File: config.mk
export PLATFORM = sky130hd
export DESIGN_NAME = plt_csr
export DESIGN_NICKNAME = d
export VERILOG_FILES = /design/src/plt_pkg.sv /design/src/plt_csr.sv
export SDC_FILE = /design/constraint.sdc
export NUM_CORES = 1
export LEC_CHECK = 0
export ABC_AREA = 1
export CORE_UTILIZATION = 56
export CTS_CLUSTER_SIZE = 28
export DETAILED_ROUTE_END_ITERATION = 7
export DONT_BUFFER_PORTS = 1
export GPL_TIMING_DRIVEN = 0
export PLACE_DENSITY = 0.74
export SLEW_MARGIN = 15
export SYNTH_ARGS = -nofsm -noshare
export SYNTH_HDL_FRONTEND = slang
export SYNTH_SLANG_ARGS = --single-unit
File: constraint.sdc
create_clock -name clock -period 0.85 [get_ports clock]
set_clock_uncertainty 0.05 [all_clocks]
set_input_delay 0 -clock clock [delete_from_list [all_inputs] [get_ports clock]]
set_output_delay 0 -clock clock [all_outputs]
set_load 0.01 [all_outputs]
File: src/plt_pkg.sv
package plt_pkg;

   localparam int MAX_PEERS = 64;
   localparam int AW        = (MAX_PEERS > 1) ? $clog2(MAX_PEERS) : 1;
   localparam int CW        = $clog2(MAX_PEERS + 1);
   localparam int TALLY_W   = 7;
   localparam int CAP_W     = 7;

   localparam logic [9:0] US_PER_MS = 10'd1000;

   localparam logic [1:0] REG_HB_TIMEOUT   = 2'd0;
   localparam logic [1:0] REG_DEAD_TIMEOUT = 2'd1;
   localparam logic [1:0] REG_CAPACITY     = 2'd2;

   typedef enum logic [2:0] {
      FN_ADD       = 3'd0,
      FN_REMOVE    = 3'd1,
      FN_HEARTBEAT = 3'd2,
      FN_SET_STATE = 3'd3,
      FN_SWEEP     = 3'd4,
      FN_LOOKUP    = 3'd5,
      FN_COUNT     = 3'd6,
      FN_LIST      = 3'd7
   } func_type;

   typedef enum logic [2:0] {
      ST_UNKNOWN     = 3'd0,
      ST_DISCOVERING = 3'd1,
      ST_JOINING     = 3'd2,
      ST_ACTIVE      = 3'd3,
      ST_SUSPECTED   = 3'd4,
      ST_BYZANTINE   = 3'd5,
      ST_LEAVING     = 3'd6,
      ST_DEAD        = 3'd7
   } peer_state_type;

   typedef enum logic [1:0] {
      STAT_OK        = 2'd0,
      STAT_NOT_FOUND = 2'd1,
      STAT_DUPLICATE = 2'd2,
      STAT_FULL      = 2'd3
   } status_type;

   typedef enum logic [2:0] {
      S_IDLE,
      S_PREP,
      S_RD,
      S_CHK,
      S_RDLAST,
      S_MOVE,
      S_EMIT
   } fsm_type;

   typedef struct packed {
      logic [31:0] id;
      logic [2:0]  state;
      logic [15:0] port;
      logic [63:0] last_seen;
      logic [63:0] joined;
      logic [31:0] missed;
   } entry_type;

   localparam int ENTRY_W = $bits(entry_type);

   typedef struct packed {
      func_type     func;
      logic [31:0]  peer_id;
      logic [15:0]  peer_port;
      logic [2:0]   target_state;
      logic [63:0]  now_us;
      logic [6:0]   list_limit;
   } req_type;

   typedef struct packed {
      status_type   status;
      logic [31:0]  found_id;
      logic [2:0]   peer_state;
      logic [15:0]  found_port;
      logic [31:0]  missed_count;
      logic [63:0]  last_seen_us;
      logic [63:0]  joined_us;
      logic [TALLY_W-1:0] tally;
      logic         last;
   } rsp_type;

   typedef struct packed {
      logic [31:0]      hb_ms;
      logic [31:0]      dead_ms;
      logic [CAP_W-1:0] cap;
   } cfg_type;

   typedef struct packed {
      logic               we;
      logic [AW-1:0]      waddr;
      entry_type          wdata;
      logic [AW-1:0]      raddr;
   } ram_req_type;

   typedef struct packed {
      logic [CW-1:0] count;
   } ctrl_stat_type;

endpackage

File: src/plt_csr.sv
module plt_csr (
   input  logic              clock,
   input  logic              reset,
   input  logic              psel,
   input  logic              penable,
   input  logic              pwrite,
   input  logic [3:0]        paddr,
   input  logic [31:0]       pwdata,
   output logic [31:0]       prdata,
   output logic              pready,
   output plt_pkg::cfg_type  cfg
);
   import plt_pkg::*;

   logic [31:0]      hb_ff, hb_in;
   logic [31:0]      dead_ff, dead_in;
   logic [CAP_W-1:0] cap_ff, cap_in;
   logic             wr;

   assign wr     = psel & penable & pwrite;
   assign pready = 1'b1;

   always_comb begin
      hb_in   = hb_ff;
      dead_in = dead_ff;
      cap_in  = cap_ff;
      if (wr) begin
         case (paddr[3:2])
            REG_HB_TIMEOUT:   hb_in   = pwdata;
            REG_DEAD_TIMEOUT: dead_in = pwdata;
            REG_CAPACITY:     cap_in  = pwdata[CAP_W-1:0];
            default: ;
         endcase
      end
   end

   always_comb begin
      case (paddr[3:2])
         REG_HB_TIMEOUT:   prdata = hb_ff;
         REG_DEAD_TIMEOUT: prdata = dead_ff;
         REG_CAPACITY:     prdata = {{(32-CAP_W){1'b0}}, cap_ff};
         default:          prdata = 32'd0;
      endcase
   end

   always_ff @(posedge clock) begin
      if (reset) begin
         hb_ff   <= 32'd1000;
         dead_ff <= 32'd5000;
         cap_ff  <= CAP_W'(64);
      end else begin
         hb_ff   <= hb_in;
         dead_ff <= dead_in;
         cap_ff  <= cap_in;
      end
   end

   assign cfg = '{hb_ms: hb_ff, dead_ms: dead_ff, cap: cap_ff};

endmodule

==> results_dict.tcl <==
set metrics [dict create \
    root_buffer "clkbuf_8" \
    postCtsHoldBufs 35 \
    tightest_slew_ns 0.596 \
    dpl.hpwl_um 6310 \
    synth-edff-count 0 \
    syn-num-nets 518 \
    avgSynthCellArea_sq_um 6.82 \
    antenna_found_initial 0 \
    ys_ff_latch 71 \
    cts_buffers 9 \
    final_cells 599 \
    path_delay_family "flip-flops" \
    finalSetupViolations 32 \
    ff_latch_area_sq_um 1570 \
    slew_violations 0 \
    maxCapViolCount 0 \
    nets 563 \
    drive_gt1_frac 0.279 \
    slowest_stage "dfxtp_2" \
    n_fill_cell 447 \
    setup_slack_ns -0.162 \
    drc_errors 0 \
    vias 3359 \
    grt_pass1_wl_um 15600 \
    wl_um 10200 \
    tritoncts "done" \
    place.gp.congestion 0.814 \
    slew_headroom 0.603 \
    drt_iter0_markers 296 \
    drt-vias-per-instance 5.61 \
    power_density_nw_per_um2 1760 \
    grtUsageTotal 0.339 \
    initial_core_util 0.587 \
    dr.pass1.iters 5 \
    cts_buffer_depth 2 \
    hold_viol 11 \
    dpl_cell_area_sq_um 3340 \
    synth_commonest_cells "nor2_1 (118), nand2_1 (109), nand3_1 (79)" \
    yosys.cell_count.top_type "nor2_1" \
    violations "negative hold slack, negative setup slack" \
    rsz0062_at_grt "true" \
    yosysTopAreaCell "dfxtp_1" \
    core-area_sq_um 5540 \
    startpoint_type "register" \
    slowest_delay_ns 0.36 \
    rr_endpoint "hb_ff[1]" \
    clock_latency_ns 0.34 \
    multiInputGateArea_sq_um 1620 \
    die_y_um 78.2 \
    path_class "reg -> out" \
    timing.final.crit_share 1.19 \
    worst_setup_path_end_kind "output port" \
    crit_start "hb_ff[19]" \
    layout_min_cycle_time_ns 1.01 \
    arrival_ns 0.96 \
    worstPathMaxFanout 3 \
    synth_top_area_share 0.437 \
    hold_depth 4 \
    r2r_slack_ns 0.08 \
    max_freq_mhz 988 \
    yosys-top-cells-area "dfxtp_1 (44%), nor2_1 (14%), nand2_1 (13%)" \
    synth_flop_cell "dfxtp_1" \
    rows 27 \
    hold_end "dead_ff[0]" \
    hold_slack_ns -0.0994 \
    ys_warn_count 0 \
    n_antenna_cell 0 \
    hold_class "in -> reg" \
    p_leak_nw 1.87 \
    worst-path-buf-inv 0 \
    synth_cells 477 \
    antenna_left 0 \
    design_area_sq_um 4160 \
    clock-sinks 71 \
    io_buffers 0 \
    crit_required_ns 0.80 \
    wire_per_inst_um 17.0 \
    path_cells "a22o_1" \
    grt_pass1_vias 3223 \
    dieArea_sq_um 6120 \
    synthArstFlopShare 0 \
    dp_cells 549 \
    syn_area_sq_um 3250 \
    overflow 0 \
    htreeDepth 3 \
    min_from "paddr[2]" \
    grt_max_degree 12 \
    seq_area_frac_synth 0.437 \
    ys_types 16 \
    r2r_cells 2 \
    clkTransAtPathRegs_ns 0.08 \
    ir_drop_uv 1040 \
    die_w_um 78.2 \
    io-pin-count 145 \
    status "finished, violations left" \
    r2r-start "hb_ff[1]" \
    area_delta_synth_final_pct 27.7 \
]
==> cell families after synthesis <==
kind of cell | count (synthesis) | share of synthesized area
compound gates | 26 | 0.0688
other cells | 1 | 0.00115
simple gates | 313 | 0.398
buf+inv | 66 | 0.0950
flops | 71 | 0.437
==> per-stage QoR <==
stage                     TNS [ns]  total power [mW]   util  setup slack [ns]  hold WS [ns]
after floorplan                  0              4.04      -            0.0441        0.0762
after global placement       -6.51              4.19  0.604            -0.237        0.0783
after detailed placement     -7.27              4.20  0.604            -0.249        0.0829
after CTS                    -4.76              7.32  0.740            -0.165        -0.118
after global routing         -4.79              7.54  0.750            -0.180       -0.0758
final                        -3.99              7.30  0.750            -0.162       -0.0994
==> repair_timing <==
item                                   4_1_cts  5_1_grt
endpoints found under the hold margin       71       10
pin swaps                                   31       11
buffers inserted                             0        0
setup endpoints to repair                   32       44
gates resized for setup                    101       24
==> report_power, final <==
part / leakage, nW / switching (mW) / internal [mW]
Sequential: 0.606 / 0.108 / 3.35
Clock: 0.114 / 1.23 / 1.81
Combinational: 1.15 / 0.499 / 0.305
Total: 1.87 / 1.84 / 5.47
==> cells in the final DEF, fill, tap and decap left out <==
master	instances
clkbuf_4	1
conb_1	1
clkbuf_1	5
dfxtp_2	46
dfxtp_4	25
dlygate4sd3_1	34
inv_1	30
buf_4	9
nand3_1	72
nand3_2	7
bufinv_16	2
buf_2	15
nor2_4	3
clkinv_2	1
nor2_1	118
inv_2	3
nand2_1	90
nor2_2	4
nand2_2	19
clkbuf_8	11
buf_1	4
buf_6	1
o21ai_0	1
a22o_1	25
==> flip-flops by register name, indices dropped and copies added (netlist names) <==
name     cells
cap_ff       7
hb_ff       32
dead_ff     32
==> layout make-up <==
type                            instances  share of cell area
Multi-Input combinational cell        340               0.389
Sequential cell                        71               0.379
Timing Repair Buffer                   34              0.0819
Buffer                                 33              0.0452
Clock buffer                           13              0.0382
Inverter                               33              0.0298
Tap cell                               72              0.0217
Clock inverter                          3              0.0157
==> layer usage <==
| metal | track usage | up-vias | wire length, um |
|---|---|---|---|
| met5 | 0 | - | 0 |
| met4 | 0.152 | 0 | 173 |
| met3 | 0.0605 | 16 | 766 |
| met2 | 0.589 | 171 | 5150 |
| met1 | 0.405 | 1575 | 4090 |
| li1 | - | 1597 | - |
==> how the worst max path moves through the flow <==
| stage | cells past startpoint | end | slack (ns) |
|---|---|---|---|
| after floorplan | 6 | dead_ff[12] | 0.04 |
| after global routing | 1 | prdata[19] | -0.18 |
| final | 1 | prdata[19] | -0.16 |
| after CTS | 1 | prdata[19] | -0.17 |
| after detailed placement | 6 | dead_ff[3] | -0.25 |
| after global placement | 6 | dead_ff[3] | -0.24 |
No activity file was read; power rests on OpenSTA's default activity.
