### config.mk
export PLATFORM = sky130hd
export DESIGN_NAME = plt_ctrl
export DESIGN_NICKNAME = d
export VERILOG_FILES = /design/src/plt_pkg.sv /design/src/plt_ctrl.sv
export SDC_FILE = /design/constraint.sdc
export NUM_CORES = 2
export LEC_CHECK = 0
export ABC_AREA = 1
export BUFFER_PORTS_ARGS = -buffer_cell sky130_fd_sc_hd__buf_4
export CORE_MARGIN = 4
export CORE_UTILIZATION = 40
export DETAILED_ROUTE_END_ITERATION = 6
export SETUP_SLACK_MARGIN = 0.3
export SYNTH_ARGS = -nofsm -noshare
export SYNTH_HDL_FRONTEND = slang
export SYNTH_SLANG_ARGS = --single-unit
### constraint.sdc
create_clock -name clock -period 14.3 [get_ports clock]
set_input_delay 0.715 -clock clock [delete_from_list [all_inputs] [get_ports clock]]
set_output_delay 0.715 -clock clock [all_outputs]
set_load 0.02 [all_outputs]
### src/plt_pkg.sv
package plt_pkg;

   localparam int MAX_PEERS = 64;
   localparam int AW        = (MAX_PEERS > 1) ? $clog2(MAX_PEERS) : 1;
   localparam int CW        = $clog2(MAX_PEERS + 1);
   localparam int TALLY_W   = 7;
   localparam int CAP_W     = 7;

   localparam logic [9:0] US_PER_MS = 10'd1000;

   localparam logic [1:0] REG_HB_TIMEOUT   = 2'd0;
   localparam logic [1:0] REG_DEAD_TIMEOUT = 2'd1;
   localparam logic [1:0] REG_CAPACITY     = 2'd2;

   typedef enum logic [2:0] {
      FN_ADD       = 3'd0,
      FN_REMOVE    = 3'd1,
      FN_HEARTBEAT = 3'd2,
      FN_SET_STATE = 3'd3,
      FN_SWEEP     = 3'd4,
      FN_LOOKUP    = 3'd5,
      FN_COUNT     = 3'd6,
      FN_LIST      = 3'd7
   } func_type;

   typedef enum logic [2:0] {
      ST_UNKNOWN     = 3'd0,
      ST_DISCOVERING = 3'd1,
      ST_JOINING     = 3'd2,
      ST_ACTIVE      = 3'd3,
      ST_SUSPECTED   = 3'd4,
      ST_BYZANTINE   = 3'd5,
      ST_LEAVING     = 3'd6,
      ST_DEAD        = 3'd7
   } peer_state_type;

   typedef enum logic [1:0] {
      STAT_OK        = 2'd0,
      STAT_NOT_FOUND = 2'd1,
      STAT_DUPLICATE = 2'd2,
      STAT_FULL      = 2'd3
   } status_type;

   typedef enum logic [2:0] {
      S_IDLE,
      S_PREP,
      S_RD,
      S_CHK,
      S_RDLAST,
      S_MOVE,
      S_EMIT
   } fsm_type;

   typedef struct packed {
      logic [31:0] id;
      logic [2:0]  state;
      logic [15:0] port;
      logic [63:0] last_seen;
      logic [63:0] joined;
      logic [31:0] missed;
   } entry_type;

   localparam int ENTRY_W = $bits(entry_type);

   typedef struct packed {
      func_type     func;
      logic [31:0]  peer_id;
      logic [15:0]  peer_port;
      logic [2:0]   target_state;
      logic [63:0]  now_us;
      logic [6:0]   list_limit;
   } req_type;

   typedef struct packed {
      status_type   status;
      logic [31:0]  found_id;
      logic [2:0]   peer_state;
      logic [15:0]  found_port;
      logic [31:0]  missed_count;
      logic [63:0]  last_seen_us;
      logic [63:0]  joined_us;
      logic [TALLY_W-1:0] tally;
      logic         last;
   } rsp_type;

   typedef struct packed {
      logic [31:0]      hb_ms;
      logic [31:0]      dead_ms;
      logic [CAP_W-1:0] cap;
   } cfg_type;

   typedef struct packed {
      logic               we;
      logic [AW-1:0]      waddr;
      entry_type          wdata;
      logic [AW-1:0]      raddr;
   } ram_req_type;

   typedef struct packed {
      logic [CW-1:0] count;
   } ctrl_stat_type;

endpackage

### src/plt_ctrl.sv
module plt_ctrl (
   input  logic                   clock,
   input  logic                   reset,
   input  logic                   req_valid,
   output logic                   req_ready,
   input  plt_pkg::req_type       req,
   input  plt_pkg::cfg_type       cfg,
   output plt_pkg::ram_req_type   ram,
   input  plt_pkg::entry_type     rd,
   output logic                   rsp_valid,
   input  logic                   rsp_ready,
   output plt_pkg::rsp_type       rsp,
   output plt_pkg::ctrl_stat_type stat
);
   import plt_pkg::*;

   fsm_type            state_ff, state_in;
   req_type            req_ff, req_in;
   logic [CW-1:0]      idx_ff, idx_in;
   logic [CW-1:0]      count_ff, count_in;
   logic [AW-1:0]      slot_ff, slot_in;
   logic [TALLY_W-1:0] tally_ff, tally_in;
   logic [TALLY_W-1:0] n_ff, n_in;
   logic               list2_ff, list2_in;
   logic [63:0]        hb_us_ff, hb_us_in;
   logic [63:0]        dead_us_ff, dead_us_in;
   rsp_type            pend_ff, pend_in;
   rsp_type            rsp_ff, rsp_in;
   logic               rsp_valid_ff, rsp_valid_in;

   logic [41:0]        hb_prod, dead_prod;
   logic [CW-1:0]      cnt_dec;
   logic               scan_end, full, match, is_active, out_free;
   logic [63:0]        elapsed;
   entry_type          swept;
   logic               died;
   rsp_type            zero_rsp;

   assign hb_prod   = 42'(cfg.hb_ms) * 42'(US_PER_MS);
   assign dead_prod = 42'(cfg.dead_ms) * 42'(US_PER_MS);
   assign cnt_dec   = count_ff - CW'(1);
   assign full      = (CAP_W'(count_ff) >= cfg.cap) || (count_ff >= CW'(MAX_PEERS));
   assign match     = (rd.id == req_ff.peer_id);
   assign is_active = (rd.state == ST_ACTIVE);
   assign out_free  = !rsp_valid_ff || rsp_ready;
   assign scan_end  = (idx_ff >= count_ff) ||
                      (req_ff.func == FN_LIST && !list2_ff && tally_ff >= req_ff.list_limit);

   always_comb begin
      zero_rsp        = '0;
      zero_rsp.status = STAT_OK;
      zero_rsp.last   = 1'b1;
   end

   // aging of one entry
   always_comb begin
      elapsed = (req_ff.now_us > rd.last_seen) ? req_ff.now_us - rd.last_seen : 64'd0;
      swept   = rd;
      died    = 1'b0;
      if (rd.state == ST_ACTIVE && elapsed > hb_us_ff) begin
         if (rd.missed != 32'hFFFF_FFFF) begin
            swept.missed = rd.missed + 32'd1;
         end
         swept.state = ST_SUSPECTED;
      end
      if ((swept.state == ST_SUSPECTED || swept.state == ST_JOINING) && elapsed > dead_us_ff) begin
         swept.state = ST_DEAD;
         died        = 1'b1;
      end
   end

   always_comb begin
      state_in     = state_ff;
      req_in       = req_ff;
      idx_in       = idx_ff;
      count_in     = count_ff;
      slot_in      = slot_ff;
      tally_in     = tally_ff;
      n_in         = n_ff;
      list2_in     = list2_ff;
      hb_us_in     = hb_us_ff;
      dead_us_in   = dead_us_ff;
      pend_in      = pend_ff;
      rsp_in       = rsp_ff;
      rsp_valid_in = rsp_valid_ff && !rsp_ready;
      req_ready    = 1'b0;
      ram.we       = 1'b0;
      ram.waddr    = idx_ff[AW-1:0];
      ram.wdata    = rd;
      ram.raddr    = idx_ff[AW-1:0];

      case (state_ff)
         S_IDLE: begin
            req_ready = 1'b1;
            if (req_valid) begin
               req_in   = req;
               idx_in   = '0;
               tally_in = '0;
               list2_in = 1'b0;
               state_in = S_PREP;
            end
         end
         S_PREP: begin
            hb_us_in   = 64'(hb_prod);
            dead_us_in = 64'(dead_prod);
            state_in   = S_RD;
         end
         S_RD: begin
            if (scan_end) begin
               pend_in  = zero_rsp;
               state_in = S_EMIT;
               case (req_ff.func)
                  FN_ADD: begin
                     if (full) begin
                        pend_in.status = STAT_FULL;
                     end else begin
                        ram.we    = 1'b1;
                        ram.waddr = count_ff[AW-1:0];
                        ram.wdata = '{id: req_ff.peer_id, state: ST_JOINING,
                                      port: req_ff.peer_port, last_seen: req_ff.now_us,
                                      joined: req_ff.now_us, missed: 32'd0};
                        count_in  = count_ff + CW'(1);
                     end
                  end
                  FN_REMOVE, FN_HEARTBEAT, FN_SET_STATE, FN_LOOKUP: begin
                     pend_in.status = STAT_NOT_FOUND;
                  end
                  FN_SWEEP, FN_COUNT: begin
                     pend_in.tally = tally_ff;
                  end
                  FN_LIST: begin
                     if (!list2_ff && tally_ff != '0) begin
                        n_in     = tally_ff;
                        tally_in = '0;
                        idx_in   = '0;
                        list2_in = 1'b1;
                        state_in = S_RD;
                     end else if (list2_ff) begin
                        state_in = S_IDLE;
                     end
                  end
                  default: ;
               endcase
            end else begin
               state_in = S_CHK;
            end
         end
         S_CHK: begin
            idx_in   = idx_ff + CW'(1);
            state_in = S_RD;
            pend_in  = zero_rsp;
            case (req_ff.func)
               FN_ADD: begin
                  if (match) begin
                     pend_in.status = STAT_DUPLICATE;
                     state_in       = S_EMIT;
                  end
               end
               FN_REMOVE: begin
                  if (match) begin
                     slot_in  = idx_ff[AW-1:0];
                     state_in = S_RDLAST;
                  end
               end
               FN_HEARTBEAT: begin
                  if (match) begin
                     ram.we              = 1'b1;
                     ram.wdata.last_seen = req_ff.now_us;
                     ram.wdata.missed    = 32'd0;
                     if (rd.state == ST_SUSPECTED) begin
                        ram.wdata.state = ST_ACTIVE;
                     end
                     state_in = S_EMIT;
                  end
               end
               FN_SET_STATE: begin
                  if (match) begin
                     ram.we          = 1'b1;
                     ram.wdata.state = req_ff.target_state;
                     state_in        = S_EMIT;
                  end
               end
               FN_LOOKUP: begin
                  if (match) begin
                     pend_in.found_id     = rd.id;
                     pend_in.peer_state   = rd.state;
                     pend_in.found_port   = rd.port;
                     pend_in.missed_count = rd.missed;
                     pend_in.last_seen_us = rd.last_seen;
                     pend_in.joined_us    = rd.joined;
                     state_in             = S_EMIT;
                  end
               end
               FN_SWEEP: begin
                  ram.we    = 1'b1;
                  ram.wdata = swept;
                  if (died) begin
                     tally_in = tally_ff + TALLY_W'(1);
                  end
               end
               FN_COUNT: begin
                  if (is_active) begin
                     tally_in = tally_ff + TALLY_W'(1);
                  end
               end
               FN_LIST: begin
                  if (is_active) begin
                     tally_in = tally_ff + TALLY_W'(1);
                     if (list2_ff) begin
                        pend_in.found_id = rd.id;
                        pend_in.tally    = n_ff;
                        pend_in.last     = (tally_ff + TALLY_W'(1) == n_ff);
                        state_in         = S_EMIT;
                     end
                  end
               end
               default: ;
            endcase
         end
         S_RDLAST: begin
            ram.raddr = cnt_dec[AW-1:0];
            state_in  = S_MOVE;
         end
         S_MOVE: begin
            ram.we    = 1'b1;
            ram.waddr = slot_ff;
            ram.wdata = rd;
            count_in  = cnt_dec;
            pend_in   = zero_rsp;
            state_in  = S_EMIT;
         end
         S_EMIT: begin
            if (out_free) begin
               rsp_in       = pend_ff;
               rsp_valid_in = 1'b1;
               state_in     = pend_ff.last ? S_IDLE : S_RD;
            end
         end
         default: state_in = S_IDLE;
      endcase
   end

   always_ff @(posedge clock) begin
      if (reset) begin
         state_ff     <= S_IDLE;
         count_ff     <= '0;
         rsp_valid_ff <= 1'b0;
      end else begin
         state_ff     <= state_in;
         count_ff     <= count_in;
         rsp_valid_ff <= rsp_valid_in;
      end
   end

   always_ff @(posedge clock) begin
      req_ff     <= req_in;
      idx_ff     <= idx_in;
      slot_ff    <= slot_in;
      tally_ff   <= tally_in;
      n_ff       <= n_in;
      list2_ff   <= list2_in;
      hb_us_ff   <= hb_us_in;
      dead_us_ff <= dead_us_in;
      pend_ff    <= pend_in;
      rsp_ff     <= rsp_in;
   end

   assign rsp_valid  = rsp_valid_ff;
   assign rsp        = rsp_ff;
   assign stat.count = count_ff;

endmodule

==> summary.txt <==
Clock network
  – Sink Count: 684
  – CTS Buf Count: 80
  – CTS resizes: 0
  – CTS tree: built
  – # Post-CTS Setup Buffers: 0
  – Skew-Pair Late Insertion Delay: 0.67 ns
  – CTS Hold Buffers Added: 0
  – Max clock buf depth: 3
  – Clock-pin slew on the worst setup and hold paths: 0.07 ns
  – CTS H-tree depth: 3
  – CTS root buffer: clkbuf_16

Global route
  – Vias in the first global route: 38600
  – Total track usage: 0.285
  – Grt ovf: 0
  – Pin count of the biggest net entering global routing: 156
  – First-pass GRT wire length: 258 mm
  – Initial antenna violation count: 10

Drt
  – DR DRC count: 0
  – DR WL met2: 83.6 mm
  – Total Wirelength: 179 mm
  – Routed vias/inst: 5.34
  – Vias: 39800
  – Met3 wire len: 14.0 mm
  – Highest metal used: met5
  – Initial DRC Count: 3660
  – Post-route ant nets: 0
  – Drt pass-1 iters: 5
  – DR WL/cell: 24.0 µm
  – Metal-1 WL: 74.3 mm

Setup path
  – Worst Path Buf+Inv: 2
  – CP most frequent cell: nand2_1
  – CP endpoint: ram[27]
  – R2R setup slack: 6.92 ns
  – Startpoint types: flip-flop
  – R2R Path Start: req_ff[19]
  – Critical Path Start: req_ff[19]
  – Crit path depth: 29
  – Top delay family on crit path: simple AND/OR/NAND/NOR gates
  – Crit-path slowest cell: a21oi_4
  – CP Capture Type: primary output
  – CP required: 13.59 ns
  – Critical path fanouts, max: 33
  – CP arrival: 7.72 ns
  – FF-to-FF path depth: 29
  – Critical path class: flip-flop to primary output
  – CP max stage delay: 0.88 ns
  – Crit Reg-Reg Endpoint: tally_ff[5]

Run status
  – Outcome: finished, final reports clean

Synth
  – Synth cell count leaders: nand2_1, inv_1, edfxtp_1, nor2_1, o21ai_0
  – Synthesized area: 0.0467 mm²
  – Ys flop type: edfxtp_1
  – Syn avg cell area: 9.30 µm²
  – Cell with the most instances after synthesis: nand2_1
  – Seq cells post-synth: 684
  – Synth cell types: 58
  – Ys async rst share: 0
  – EDFF count, synth: 673
  – Synth area leader: edfxtp_1
  – Post-synth top area share: 0.433
  – Post-Syn Instances: 5023
  – Synth Net Count: 6002
  – Sequential cell area fraction in the yosys report: 0.437
  – Synth warn: 0
  – Largest cells by area after synthesis: edfxtp_1, fa_1, ha_1, nand2_1, inv_1

STA
  – RSZ-0062 raised after global routing: no
  – Slew Limit Fails: 0
  – Final Cycle Share: 0.590
  – Hold Fails Final Rpt: 0
  – Setup Viol. Count Final: 0
  – Final min period: 8.44 ns
  – Final setup skew: 0.0453 ns
  – Hold WS: 0.216 ns
  – Slew @ Worst Pin: 1.07 ns
  – Max Freq: 119 MHz
  – Relative slew slack: 0.285
  – Setup_tns: 0 ns

Cells and area
  – Reg area: 0.0204 mm²
  – Layout cells sized above 1: 0.180
  – Nets: 6836
  – Area of the multi-input gates: 0.0231 mm²
  – Syn-to-layout area delta: 23.0%
  – Fill cell count: 10900
  – Final Cell Area: 0.0574 mm²

Floorplan
  – Core Region: 0.116 mm²
  – DIE AREA: 0.122 mm²
  – Starting density of the core: 0.403
  – IO Pins: 865
  – Die H: 350 µm
  – # rows: 125
  – Die Wd: 350 µm

Pwr
  – Worst VDD drop: 0.000113 V
  – Pleak: 25.7 nW
  – Power density over the cells: 174 mW/mm²

Placed design
  – Placer Congestion: 1.00
  – Post-DP Area: 0.0549 mm²
  – Final HPWL DP: 143 mm
  – PortBufs: 864

Flow run
  – Max Cap Violations: 0

Min path
  – Class of the worst hold path: input port to flip-flop
## cell families (layout without fill, tap and decap cells)
logic type	after synthesis	in the layout	synth area share
AO/OA/AOI/OAI	887	887	0.107
XOR/XNOR	169	169	0.0317
adder cells (fa/ha/maj)	568	568	0.190
buffers and inverters	861	1759	0.0703
flip-flops	684	684	0.437
multiplexers	1	1	0.000214
other	0	6	0
AND/OR/NAND/NOR	1853	1853	0.164
## cell usage in the layout (no fill, tap or decap), drive strengths merged, types with 201 or more instances in the layout
master    n
a21oi   280
buf     894
edfxtp  673
fa      237
ha      331
inv     723
nand2   907
nand3   201
nor2    601
o21ai   410
## layout make-up
cell class | instances | share of cell area
multi-input cells | 3478 | 0.402
flip-flops and latches | 684 | 0.356
repair buffers | 894 | 0.117
inverters | 719 | 0.0471
clock buffers | 93 | 0.0361
well taps | 1524 | 0.0332
clock inverters | 53 | 0.00878
diodes | 6 | 0.000261
## registers in the layout (all words and copies together), names as in the netlist, 7 cells and up
name / cells
pend_ff: 221
rsp: 221
idx_ff: 7
tally_ff: 7
n_ff: 7
stat: 7
dead_us_ff: 39
hb_us_ff: 39
req_ff: 125
## worst reg2reg max path, delay by kind of cell (launching register included)
kind	cells	cell delay [ns]
compound gates	3	0.66
fa+ha+maj	2	0.72
buf+inv	1	0.63
flops	1	0.65
simple gates	23	4.39
## through the flow
stage                     utilization  power, mW  instances  setup WS (ns)
after floorplan                     -       6.40       5023           2.03
after global placement          0.473       7.97       7299           6.55
after detailed placement        0.473       8.00       7299           6.32
after CTS                       0.495       10.1       7445           5.98
after global routing            0.495       10.8       7449           5.58
final                           0.495       10.0       7451           5.86
## power by group
part           internal, mW  switching [mW]  total, mW
combinational          1.69            3.16       4.85
clock                  1.16           0.874       2.03
sequential             2.93           0.207       3.14
total                  5.78            4.24       10.0
## worst min path at each step
stage,start,to,depth (start not counted)
after floorplan,pend_ff[100],rsp[100],0
after global placement,pend_ff[63],rsp[63],0
after detailed placement,pend_ff[103],rsp[103],0
after CTS,req[8],req_ff[8],1
after global routing,req[9],req_ff[9],1
final,req[8],req_ff[8],1
## per-layer routing
metal,vias to the layer above,track usage
met5,-,0
met4,4,0.111
met3,285,0.0523
met2,1687,0.465
met1,19200,0.378
li1,18600,-
(Power assumes the default switching activity.)
