$ cat src/plt_ram.sv
module plt_ram #(
   parameter int WIDTH = 8,
   parameter int DEPTH = 64,
   parameter int AW    = 6
) (
   input  logic             clock,
   input  logic             we,
   input  logic [AW-1:0]    waddr,
   input  logic [WIDTH-1:0] wdata,
   input  logic [AW-1:0]    raddr,
   output logic [WIDTH-1:0] rdata
);

   logic [WIDTH-1:0] mem [DEPTH];
   logic [WIDTH-1:0] rdata_ff;

   always_ff @(posedge clock) begin
      if (we) begin
         mem[waddr] <= wdata;
      end
      rdata_ff <= mem[raddr];
   end

   assign rdata = rdata_ff;

endmodule

$ cat config.mk
export PLATFORM = sky130hd
export DESIGN_NAME = plt_ram
export DESIGN_NICKNAME = d
export VERILOG_FILES = /design/src/plt_ram.sv
export SDC_FILE = /design/constraint.sdc
export NUM_CORES = 1
export LEC_CHECK = 0
export ABC_AREA = 1
export BUFFER_PORTS_ARGS = -buffer_cell sky130_fd_sc_hd__buf_2
export CORE_ASPECT_RATIO = 2
export CORE_UTILIZATION = 63
export CTS_CLUSTER_SIZE = 25
export DETAILED_ROUTE_END_ITERATION = 6
export GPL_TIMING_DRIVEN = 0
export HOLD_SLACK_MARGIN = 0.08
export PLACE_DENSITY = 0.91
export SLEW_MARGIN = 0
export SYNTH_ARGS = -nofsm -noshare
export SYNTH_HDL_FRONTEND = slang
export SYNTH_SLANG_ARGS = --single-unit
$ cat constraint.sdc
create_clock -name clock -period 2.1 [get_ports clock]
set_clock_uncertainty 0.05 [all_clocks]
set_input_delay 0.105 -clock clock [delete_from_list [all_inputs] [get_ports clock]]
set_output_delay 0.105 -clock clock [all_outputs]
set_load 0.05 [all_outputs]
==> key figures, run 1 <==
Yosys
  – Number of standard cells after synthesis: roughly 1800
  – Post-Syn Area per Cell: about 12 um^2
  – Async S/R FF share, synth: 0%
  – Total of flip-flops plus latches after synthesis: 520
  – Most used flip-flop cell after synthesis: sky130_fd_sc_hd__edfxtp_1
  – Number of warnings issued by yosys: 0
  – Most frequent cells after synthesis: 648 x sky130_fd_sc_hd__nand2_1, 512 x sky130_fd_sc_hd__edfxtp_1, 439 x sky130_fd_sc_hd__nand3_1
  – Post-synthesis cell area: between 0.02 and 0.025 mm^2
  – Number of enable flip-flop cells after synthesis: ~510
  – Yosys top cell by area: sky130_fd_sc_hd__edfxtp_1
  – Sequential share of the synthesized area: between 70% and 80%
  – Cell types occupying the most area after synthesis: sky130_fd_sc_hd__edfxtp_1 72%, sky130_fd_sc_hd__nand2_1 11%, sky130_fd_sc_hd__nand3_1 10%, sky130_fd_sc_hd__buf_6 1.8%, sky130_fd_sc_hd__nor2_1 0.99%
  – Library cell with the highest instance count after synthesis: sky130_fd_sc_hd__nand2_1
  – Yosys cell types: 16
  – Syn Nets: 1827
  – Yosys top cell area share: between 70% and 80%

Timing
  – Final count of pins violating max slew: 31
  – Final hold violation count: 0
  – Clock period minus worst slack: 2.29 ns
  – Final critical-path share of the clock period: 109%
  – Hold slack final: around 0.11 ns
  – Setup-violating endpoint count in the final report: 80
  – Normalized max-slew margin: -0.500%
  – Actual transition at the worst max-transition pin: 1.51 ns
  – Max Freq: 437 MHz
  – RSZ-0062 raised after global routing: true
  – Final setup margin: -0.190 ns

Routing
  – DR vias/cell: 6.55
  – Remaining antenna violation count: 0
  – DR DRC count: 0
  – Iteration-0 DRC count of the detailed router: roughly 2200
  – Number of detailed-routing iterations run before antenna repair: 7
  – Post-Route WL: 67.0 mm
  – WL/cell: about 29 um
  – DR vias: 15339

Global routing
  – GRT overflow: 0
  – Wire length of the first global-routing pass: approximately 96 mm
  – Number of antenna violations at the first check in global routing: 0
  – Maximum number of pins on one net before global-route repair: between 60 and 70
  – Vias in the first global route: roughly 15000
  – Total global-route track usage: 39.5%

Placement
  – Pre-CTS setup slack: -0.693 ns
  – Post-DP Area: 0.0221 mm^2
  – Detailed placement HPWL: ~44 mm
  – PortBufs: 21
  – Instance count after placement with tap cells included: approximately 2300
  – Global placement routability congestion: about 1.0

Finish
  – Fraction of layout cells with a size suffix above 1: 10.2%
  – FF/Latch Area: about 0.016 mm^2
  – Non-Filler Cell Area, Final: approximately 0.023 mm^2
  – ANT cells: 0
  – Multi-input gate area in the final layout: about 0.0050 mm^2
  – Fillers: between 2000 and 2500
  – Final cell count without fillers: between 2000 and 2500
  – Growth of design area from synthesis to finish: 9.92%
  – Fin nets: 1898

Power
  – Share of total power consumed by net switching: a little under a quarter
  – PD cells: ~900 mW/mm^2
  – Combinational cell fraction of total power: 8.0%
  – Total power: 21.1 mW
  – Max rail drop VDD: around 0.85 mV
  – Cell leakage power: 8.49 nW
  – Sw power: 4.93 mW
  – Cell internal pwr: about 16 mW
  – Sequential share of power: between 50% and 60%
  – Portion of total power attributed to the clock network: between 30% and 40%

Clock network
  – Clock latency reported for the late side of the worst-skew pair: 0.57 ns
  – Clk sink count: 520
  – Bufs on Longest Clock Path: 3
  – Total setup buffers inserted after CTS: 0
  – Total clock buffers created by CTS: 41
  – Clk slew on worst S/H paths: roughly 0.07 ns
  – Maximum level of the CTS H-tree: 2
  – Clock tree from TritonCTS: built
  – Root Buffer Master: sky130_fd_sc_hd__clkbuf_16

Floorplanning
  – Core outline area: ~0.034 mm^2
  – Die footprint: 0.0347 mm^2
  – Number of top-level design ports: 30
  – Height of the chip: roughly 260 um
  – Horizontal die dimension: ~130 um
  – # rows: 95
  – Starting utilization of the core area: between 60% and 70%

Critical path
  – Max Fanout on Critical Path: 9
  – Critical Path Start Type: input port
  – Worst R2R Setup Slack: 0.52 ns
  – Critical path endpoint category: flip-flop
  – Last element of the critical path: mem[10][1]
  – Worst reg2reg startpoint: mem[1][3]
  – Number of cells on the worst reg-to-reg path: 8
  – Start point of the critical path: waddr[0]
  – Reg-to-Reg End: rdata[3]
  – Required time of the worst setup path: around 2.2 ns
  – CP arrival: around 2.4 ns
  – Kind of critical path: input port to flip-flop

Outcome
  – Violated checks: slew limit, setup timing
  – Result of the run: finished, violations left

Flow run
  – Max-Cap Viols: 0

Worst hold path
  – Class of the worst hold path: input port to flip-flop
==> worst max-delay path: stages <==
cell and delay (ns):
sky130_fd_sc_hd__clkbuf_1 0.25, sky130_fd_sc_hd__inv_1 0.35, sky130_fd_sc_hd__nand4_1 0.69, sky130_fd_sc_hd__nor2_1 1.01
==> area by class of cell <==
class	count	share of cell area [%]
buffer	113	3.45
tap	436	2.33
sequential	520	66.2
clock buffer	49	4.68
inverter	12	0.213
timing repair buffer	28	0.704
multi-input combinational	1160	21.4
clock inverter	25	1.03
==> power groups by stage <==
stage                     clock, mW  sequential, mW  combinational (mW)
final                          7.87            11.5                1.69
after global routing           8.12            11.5                1.75
after CTS                      7.77            11.5                1.60
after detailed placement          0            11.7                1.59
after global placement            0            11.7                1.54
after floorplan                   0            11.8               0.807
==> placed cells by master, fill, tap and decap left out, drive strengths merged <==
cell / n
buf: 125
bufinv: 4
clkbuf: 64
clkinv: 15
clkinvlp: 5
dfxtp: 8
dlygate4sd3: 1
edfxtp: 512
inv: 13
nand2: 648
nand3: 439
nand4: 9
nor2: 56
nor4: 8
==> worst min-delay path by stage <==
| stage | cells past startpoint | start | end | slack, ns |
|---|---|---|---|---|
| finish | 4 | raddr[4] | rdata[4] | 0.11 |
| global route | 1 | wdata[6] | mem[6][6] | 0.14 |
| CTS | 4 | raddr[4] | rdata[4] | 0.09 |
| detailed placement | 1 | rdata[1] | rdata[1] | 0.52 |
| global placement | 1 | rdata[5] | rdata[5] | 0.53 |
| floorplan | 0 | wdata[0] | mem[0][0] | 0.15 |
==> registers in the layout (all words and copies together) (netlist names) <==
name   cells
rdata      8
mem      512
==> what timing repair did <==
item,4_1_cts,5_1_grt
resized for setup,1,5
endpoints found under the setup margin,24,72
cloned,0,0
endpoints found under the hold margin,8,0
pin swaps,0,0
hold buffers,1,0
==> per-stage QoR <==
stage,TNS [ns],utilization [%]
floorplan,0,-
finish,-4.66,70.0
detailed placement,-174.23,65.9
CTS,-0.713,69.9
global placement,-140.06,65.6
global route,-3.22,70.0
==> kinds of logic after synthesis <==
logic type,Yosys count,share of synthesized area [%]
and+or+nand+nor,1160,23.2
DFF,520,72.8
buffers and inverters,125,4.02
==> per-layer routing <==
layer	GRT usage [%]	vias up	wire length (um)
met2	67.4	1262	34000
met5	0	-	0
met3	6.92	342	6760
met1	42.3	7252	19600
met4	33.4	0	6550
li1	-	6483	-
(Power assumes the default switching activity.)
==> inputs of run 2 (changes only) <==
--- a/config.mk
+++ b/config.mk
@@ -8,12 +8,12 @@
 export ABC_AREA = 1
 export BUFFER_PORTS_ARGS = -buffer_cell sky130_fd_sc_hd__buf_2
 export CORE_ASPECT_RATIO = 2
-export CORE_UTILIZATION = 63
+export CORE_UTILIZATION = 35
 export CTS_CLUSTER_SIZE = 25
 export DETAILED_ROUTE_END_ITERATION = 6
 export GPL_TIMING_DRIVEN = 0
 export HOLD_SLACK_MARGIN = 0.08
-export PLACE_DENSITY = 0.91
+export PLACE_DENSITY = 0.6
 export SLEW_MARGIN = 0
 export SYNTH_ARGS = -nofsm -noshare
 export SYNTH_HDL_FRONTEND = slang
==> key figures, run 2 (synthesis results as in run 1) <==
Critical path
  – Last element of the critical path: mem[41][1]
  – Crit path buffers/inverters: 2 (unchanged)
  – Number of cells on the worst reg-to-reg path: 8 (unchanged)
  – Reg-to-Reg End: rdata[3]
  – Start point of the critical path: waddr[1]
  – Critical path endpoint category: flip-flop
  – Max Fanout on Critical Path: 9 (unchanged)
  – Worst R2R Setup Slack: 0.49 ns (-0.03 ns)
  – Kind of critical path: input port to flip-flop
  – Worst-path cell chain: clkbuf_1, inv_1, nand4_1, nor2_1
  – Slowest CP cell: sky130_fd_sc_hd__nor2_1
  – Required time of the worst setup path: 2.22 ns (-0.02 ns)
  – Worst reg2reg startpoint: mem[51][3]
  – Largest delay share family, worst path: simple AND/OR/NAND/NOR gates
  – Critical path's largest stage delay: 1.15 ns (+0.14 ns)
  – CP arrival: 2.48 ns (+0.05 ns)
  – Critical Path Start Type: input port
  – Count of cell instances traversed by the critical path: 4 (unchanged)

Floorplanning
  – Core outline area: 0.0601 mm^2 (+79%)
  – Horizontal die dimension: 177 um (+34%)
  – Number of top-level design ports: 30 (unchanged)
  – Height of the chip: 351 um (+34%)
  – # rows: 127 (+34%)
  – Die footprint: 0.0620 mm^2 (+79%)
  – Starting utilization of the core area: 35.5% (-28 points)

Global routing
  – Total global-route track usage: 23.6% (-16 points)
  – Wire length of the first global-routing pass: 102 mm (+6.3%)
  – Vias in the first global route: 14645 (-2.2%)
  – Maximum number of pins on one net before global-route repair: 65 (unchanged)
  – GRT overflow: 0 (unchanged)
  – Number of antenna violations at the first check in global routing: 2 (+2)

Power
  – Cell leakage power: 8.55 nW (+0.78%)
  – Combinational cell fraction of total power: 8.0% (about the same)
  – Share of total power consumed by net switching: 23.8% (+0.36 points)
  – Max rail drop VDD: 0.470 mV (-45%)
  – Sequential share of power: 53.3% (-1.3 points)
  – Sw power: 5.13 mW (+4.1%)
  – Portion of total power attributed to the clock network: 38.7% (+1.4 points)
  – PD cells: 894 mW/mm^2 (-0.46%)
  – Cell internal pwr: 16.5 mW (+2.0%)

Clock network
  – Root Buffer Master: sky130_fd_sc_hd__clkbuf_16
  – Total setup buffers inserted after CTS: 0 (unchanged)
  – Total clock buffers created by CTS: 45 (+9.8%)
  – Clk slew on worst S/H paths: 0.07 ns (about the same)
  – Bufs on Longest Clock Path: 3 (unchanged)
  – Maximum level of the CTS H-tree: 2 (unchanged)
  – Clk sink count: 520 (unchanged)
  – Clock tree from TritonCTS: built
  – Clock latency reported for the late side of the worst-skew pair: 0.58 ns (about the same)

Finish
  – Fillers: 5701 (+150%)
  – Non-Filler Cell Area, Final: 0.0242 mm^2 (+3.0%)
  – Fraction of layout cells with a size suffix above 1: 12.4% (+2.2 points)
  – Growth of design area from synthesis to finish: 13.2%
  – Fin nets: 1907 (+0.47%)
  – Most flop-heavy register: mem
  – Commonest non-fill, non-tap cells in the layout: 648 x sky130_fd_sc_hd__nand2_1, 512 x sky130_fd_sc_hd__edfxtp_1, 439 x sky130_fd_sc_hd__nand3_1
  – Leading cell type in the layout, fill and taps excluded: sky130_fd_sc_hd__nand2_1
  – FF/Latch Area: 0.0155 mm^2 (unchanged)
  – Max FFs per register: 512 (unchanged)
  – Multi-input gate area in the final layout: 0.00512 mm^2 (+2.2%)

Timing
  – RSZ-0062 raised after global routing: true
  – Final critical-path share of the clock period: 112% (+3.1 points)
  – Normalized max-slew margin: 7.66% (+8.2 points)
  – Max Freq: 425 MHz (-2.8%)
  – Clock period minus worst slack: 2.36 ns (+0.0657 ns)
  – Final setup margin: -0.255 ns (-0.0657 ns)
  – Actual transition at the worst max-transition pin: 1.39 ns (-0.122 ns)
  – Final count of pins violating max slew: 0 (-100%)
  – Hold slack final: 0.0878 ns (-0.0259 ns)
  – Setup-violating endpoint count in the final report: 114 (+43%)
  – Final hold violation count: 0 (unchanged)

Routing
  – DR DRC count: 0 (unchanged)
  – Number of detailed-routing iterations run before antenna repair: 6 (-1)
  – Remaining antenna violation count: 0 (unchanged)
  – DR vias: 14348 (-6.5%)
  – Iteration-0 DRC count of the detailed router: 1160 (-48%)
  – Post-Route WL: 71.8 mm (+7.2%)
  – DR vias/cell: 5.33 (-19%)
  – WL/cell: 26.7 um (-6.7%)

Placement
  – Global placement routability congestion: 0.977 (-5.2%)
  – Detailed placement HPWL: 50.7 mm (+14%)
  – Post-DP Area: 0.0225 mm^2 (+2.0%)
  – PortBufs: 21 (unchanged)

Outcome
  – Result of the run: finished, violations left
  – Violated checks: setup timing

Flow run
  – Max-Cap Viols: 0 (unchanged)

Worst hold path
  – Class of the worst hold path: input port to flip-flop
-- run 2: metal layers --
metal  global-route usage (%)  wire [um]  part of all wire, %  vias to the layer above
li1                         -          -                    -                     6501
met1                     22.9      23200                   32                     7039
met2                     43.5      38200                   53                      589
met3                     2.99       3420                  4.8                      217
met4                     20.5       6920                  9.6                        2
met5                        0          8                0.011                        -
-- run 2: power groups by stage --
stage / sequential, mW / clock [mW] / combinational, mW
3_3_place_gp: 11.7 / 0 / 1.66
3_5_place_dp: 11.7 / 0 / 1.69
5_1_grt: 11.5 / 8.80 / 1.82
6_report: 11.5 / 8.37 / 1.73
2_1_floorplan: 11.8 / 0 / 0.807
4_1_cts: 11.5 / 8.45 / 1.70
-- run 2: how the worst min path moves through the flow --
| stage | depth (start not counted) | startpoint | slack [ns] | endpoint |
|---|---|---|---|---|
| floorplan | 0 | wdata[0] | 0.15 | mem[0][0] |
| finish | 1 | wdata[1] | 0.09 | mem[52][1] |
| global placement | 1 | rdata[4] | 0.53 | rdata[4] |
| detailed placement | 1 | rdata[2] | 0.52 | rdata[2] |
| CTS | 2 | waddr[0] | 0.15 | mem[48][4] |
| global route | 1 | wdata[1] | 0.14 | mem[55][1] |
-- run 2: metrics by stage --
step	power, mW	cells	setup WS (ns)	TNS, ns	util [%]
final	21.6	2693	-0.255	-8.74	40.2
after global routing	22.1	2692	-0.217	-10.42	40.2
after CTS	21.7	2690	-0.139	-3.08	40.0
after detailed placement	13.4	2608	-0.761	-240.77	37.5
after global placement	13.4	2600	-0.802	-212.85	37.3
after floorplan	12.6	1805	0.179	0	-
-- run 2: area by class of cell --
| type | count | area share (%) |
|---|---|---|
| Antenna cell | 1 | 0.0104 |
| Buffer | 113 | 3.35 |
| Clock buffer | 51 | 4.75 |
| Clock inverter | 29 | 1.22 |
| Inverter | 12 | 0.207 |
| Multi-Input combinational cell | 1160 | 21.2 |
| Sequential cell | 520 | 64.3 |
| Tap cell | 774 | 4.01 |
| Timing Repair Buffer | 33 | 0.943 |
-- run 2: repair_timing --
| item | CTS | global route |
|---|---|---|
| setup endpoints to repair | 137 | 224 |
| pin swaps | 0 | 0 |
| endpoints found under the hold margin | 8 | 22 |
| hold buffers | 2 | 1 |
| gates resized for setup | 19 | 28 |
==> inputs of run 3 (changes only) <==
--- a/config.mk
+++ b/config.mk
@@ -14,6 +14,7 @@
 export GPL_TIMING_DRIVEN = 0
 export HOLD_SLACK_MARGIN = 0.08
 export PLACE_DENSITY = 0.6
+export SKIP_CTS_REPAIR_TIMING = 1
 export SLEW_MARGIN = 0
 export SYNTH_ARGS = -nofsm -noshare
 export SYNTH_HDL_FRONTEND = slang
==> key figures, run 3 (synthesis results as in run 1) <==
Outcome
  – Result of the run: finished, violations left
  – Violated checks: setup timing

Placement
  – Instance count after placement with tap cells included: 2608 (unchanged)
  – Detailed placement HPWL: 50.7 mm (unchanged)
  – Pre-CTS setup slack: -0.761 ns (unchanged)
  – Global placement routability congestion: 0.977 (unchanged)
  – PortBufs: 21 (unchanged)
  – Post-DP Area: 0.0225 mm^2 (unchanged)

Power
  – PD cells: 897 mW/mm^2 (+0.29%)
  – Total power: 21.6 mW (about the same)
  – Cell leakage power: 8.54 nW (-0.20%)
  – Max rail drop VDD: 0.475 mV (+1.1%)

Finish
  – Multi-input gate area in the final layout: 0.00509 mm^2 (-0.59%)
  – Final cell count without fillers: 2689 (-0.15%)
  – Max FFs per register: 512 (unchanged)
  – Fillers: 5708 (+0.12%)
  – Fin util: 40.1% (-0.12 points)
  – Leading cell type in the layout, fill and taps excluded: sky130_fd_sc_hd__nand2_1
  – Commonest non-fill, non-tap cells in the layout: 648 x sky130_fd_sc_hd__nand2_1, 512 x sky130_fd_sc_hd__edfxtp_1, 439 x sky130_fd_sc_hd__nand3_1
  – ANT cells: 0 (-1)
  – Growth of design area from synthesis to finish: 12.9%
  – FF/Latch Area: 0.0155 mm^2 (unchanged)
  – Fraction of layout cells with a size suffix above 1: 12.1% (-0.35 points)
  – Most flop-heavy register: mem
  – Non-Filler Cell Area, Final: 0.0241 mm^2 (-0.29%)
  – Fin nets: 1904 (-0.16%)

Global routing
  – Vias in the first global route: 14618 (-0.18%)
  – Wire length of the first global-routing pass: 101 mm (-0.31%)
  – GRT overflow: 0 (unchanged)
  – Maximum number of pins on one net before global-route repair: 65 (unchanged)
  – Number of antenna violations at the first check in global routing: 1 (-1)
  – Total global-route track usage: 23.5% (-0.056 points)

Timing
  – Setup-violating endpoint count in the final report: 110 (-3.5%)
  – Final setup margin: -0.198 ns (+0.0571 ns)
  – Clock period minus worst slack: 2.30 ns (-0.0571 ns)
  – Normalized max-slew margin: 7.76% (+0.10 points)
  – Max Freq: 435 MHz (+2.5%)
  – RSZ-0062 raised after global routing: true
  – Final count of pins violating max slew: 0 (unchanged)
  – Actual transition at the worst max-transition pin: 1.38 ns (-0.00152 ns)
  – Final critical-path share of the clock period: 109% (-2.7 points)
  – Final hold violation count: 0 (unchanged)

Routing
  – DR vias: 14370 (+0.15%)
  – Number of detailed-routing iterations run before antenna repair: 5 (-1)
  – DR vias/cell: 5.34 (+0.30%)
  – WL/cell: 26.6 um (-0.24%)
  – Post-Route WL: 71.5 mm (-0.39%)
  – Remaining antenna violation count: 0 (unchanged)
  – DR DRC count: 0 (unchanged)
  – Iteration-0 DRC count of the detailed router: 1256 (+8.3%)

Worst hold path
  – Worst min-delay path endpoint: mem[52][1]
  – Origin of the worst min-delay path: wdata[1]
  – Worst Hold Path Cells: 1 (unchanged)
  – Class of the worst hold path: input port to flip-flop

Critical path
  – Critical path endpoint category: flip-flop
  – CP arrival: 2.43 ns (-0.05 ns)
  – Worst R2R Setup Slack: 0.46 ns (-0.03 ns)
  – Worst reg2reg startpoint: mem[51][3]
  – Number of cells on the worst reg-to-reg path: 8 (unchanged)
  – Max Fanout on Critical Path: 9 (unchanged)
  – Reg-to-Reg End: rdata[3]
  – Kind of critical path: input port to flip-flop
  – Critical Path Start Type: input port
  – Required time of the worst setup path: 2.23 ns (about the same)

Floorplanning
  – Horizontal die dimension: 177 um (unchanged)
  – Starting utilization of the core area: 35.5% (unchanged)
  – # rows: 127 (unchanged)
  – Core outline area: 0.0601 mm^2 (unchanged)
  – Die footprint: 0.0620 mm^2 (unchanged)
  – Number of top-level design ports: 30 (unchanged)
  – Height of the chip: 351 um (unchanged)

Clock network
  – Maximum level of the CTS H-tree: 2 (unchanged)
  – Clock latency reported for the late side of the worst-skew pair: 0.58 ns (about the same)
  – Total clock buffers created by CTS: 45 (unchanged)
  – Root Buffer Master: sky130_fd_sc_hd__clkbuf_16
  – Bufs on Longest Clock Path: 3 (unchanged)
  – Clk sink count: 520 (unchanged)
  – Clk slew on worst S/H paths: 0.07 ns (about the same)
  – Clock tree from TritonCTS: built

Flow run
  – Max-Cap Viols: 0 (unchanged)
-- run 3: changes by cell type in the layout (fill, tap and decap cells not counted) --
cell                            change
sky130_fd_sc_hd__nor2_4             -3
sky130_fd_sc_hd__buf_2              -1
sky130_fd_sc_hd__diode_2            -1
sky130_fd_sc_hd__dlygate4sd3_1      -2
sky130_fd_sc_hd__nor2_2             -3
sky130_fd_sc_hd__buf_4              +1
sky130_fd_sc_hd__nor2_1             +6
sky130_fd_sc_hd__buf_12             -1
-- run 3: critical path, cell delays in order --
cell	delay, ns
sky130_fd_sc_hd__clkbuf_1	0.22
sky130_fd_sc_hd__inv_1	0.32
sky130_fd_sc_hd__nand4_1	0.67
sky130_fd_sc_hd__nor2_1	1.11
-- run 3: stage by stage --
| step | hold slack, ns | TNS (ns) |
|---|---|---|
| after global routing | 0.0967 | -9.00 |
| after detailed placement | 0.525 | -240.77 |
| after floorplan | 0.154 | 0 |
| after CTS | -0.0240 | -11.14 |
| final | 0.0795 | -7.16 |
| after global placement | 0.531 | -212.85 |
-- run 3: metal layers --
layer,wire (um),vias up,GRT usage [%],part of all wire [%]
li1,-,6490,-,-
met1,23500,7112,23.0,33
met2,37900,547,43.1,53
met3,3000,219,2.85,4.2
met4,7160,2,20.7,10
met5,8,-,0,0.011
-- run 3: worst max-delay path by stage --
stage	start	to	slack (ns)	cells after the start
after floorplan	we	mem[48][0]	0.18	3
after global placement	we	mem[52][0]	-0.80	3
after detailed placement	waddr[0]	mem[26][3]	-0.76	4
after CTS	waddr[0]	mem[28][3]	-0.16	4
after global routing	waddr[1]	mem[25][2]	-0.21	4
final	waddr[1]	mem[41][1]	-0.20	4
-- run 3: cell type report --
type                    count  area share (%)
well taps                 774            4.02
clock inverters            29            1.22
multi-input cells        1160            21.1
clock buffers              51            4.77
inverters                  12           0.208
flip-flops and latches    520            64.5
plain buffers             113            3.36
repair buffers             30           0.790
-- run 3: power breakdown --
part	total, mW	internal [mW]	switching [mW]
logic	1.72	0.395	1.32
clock network	8.38	4.58	3.79
registers	11.5	11.5	0.0220
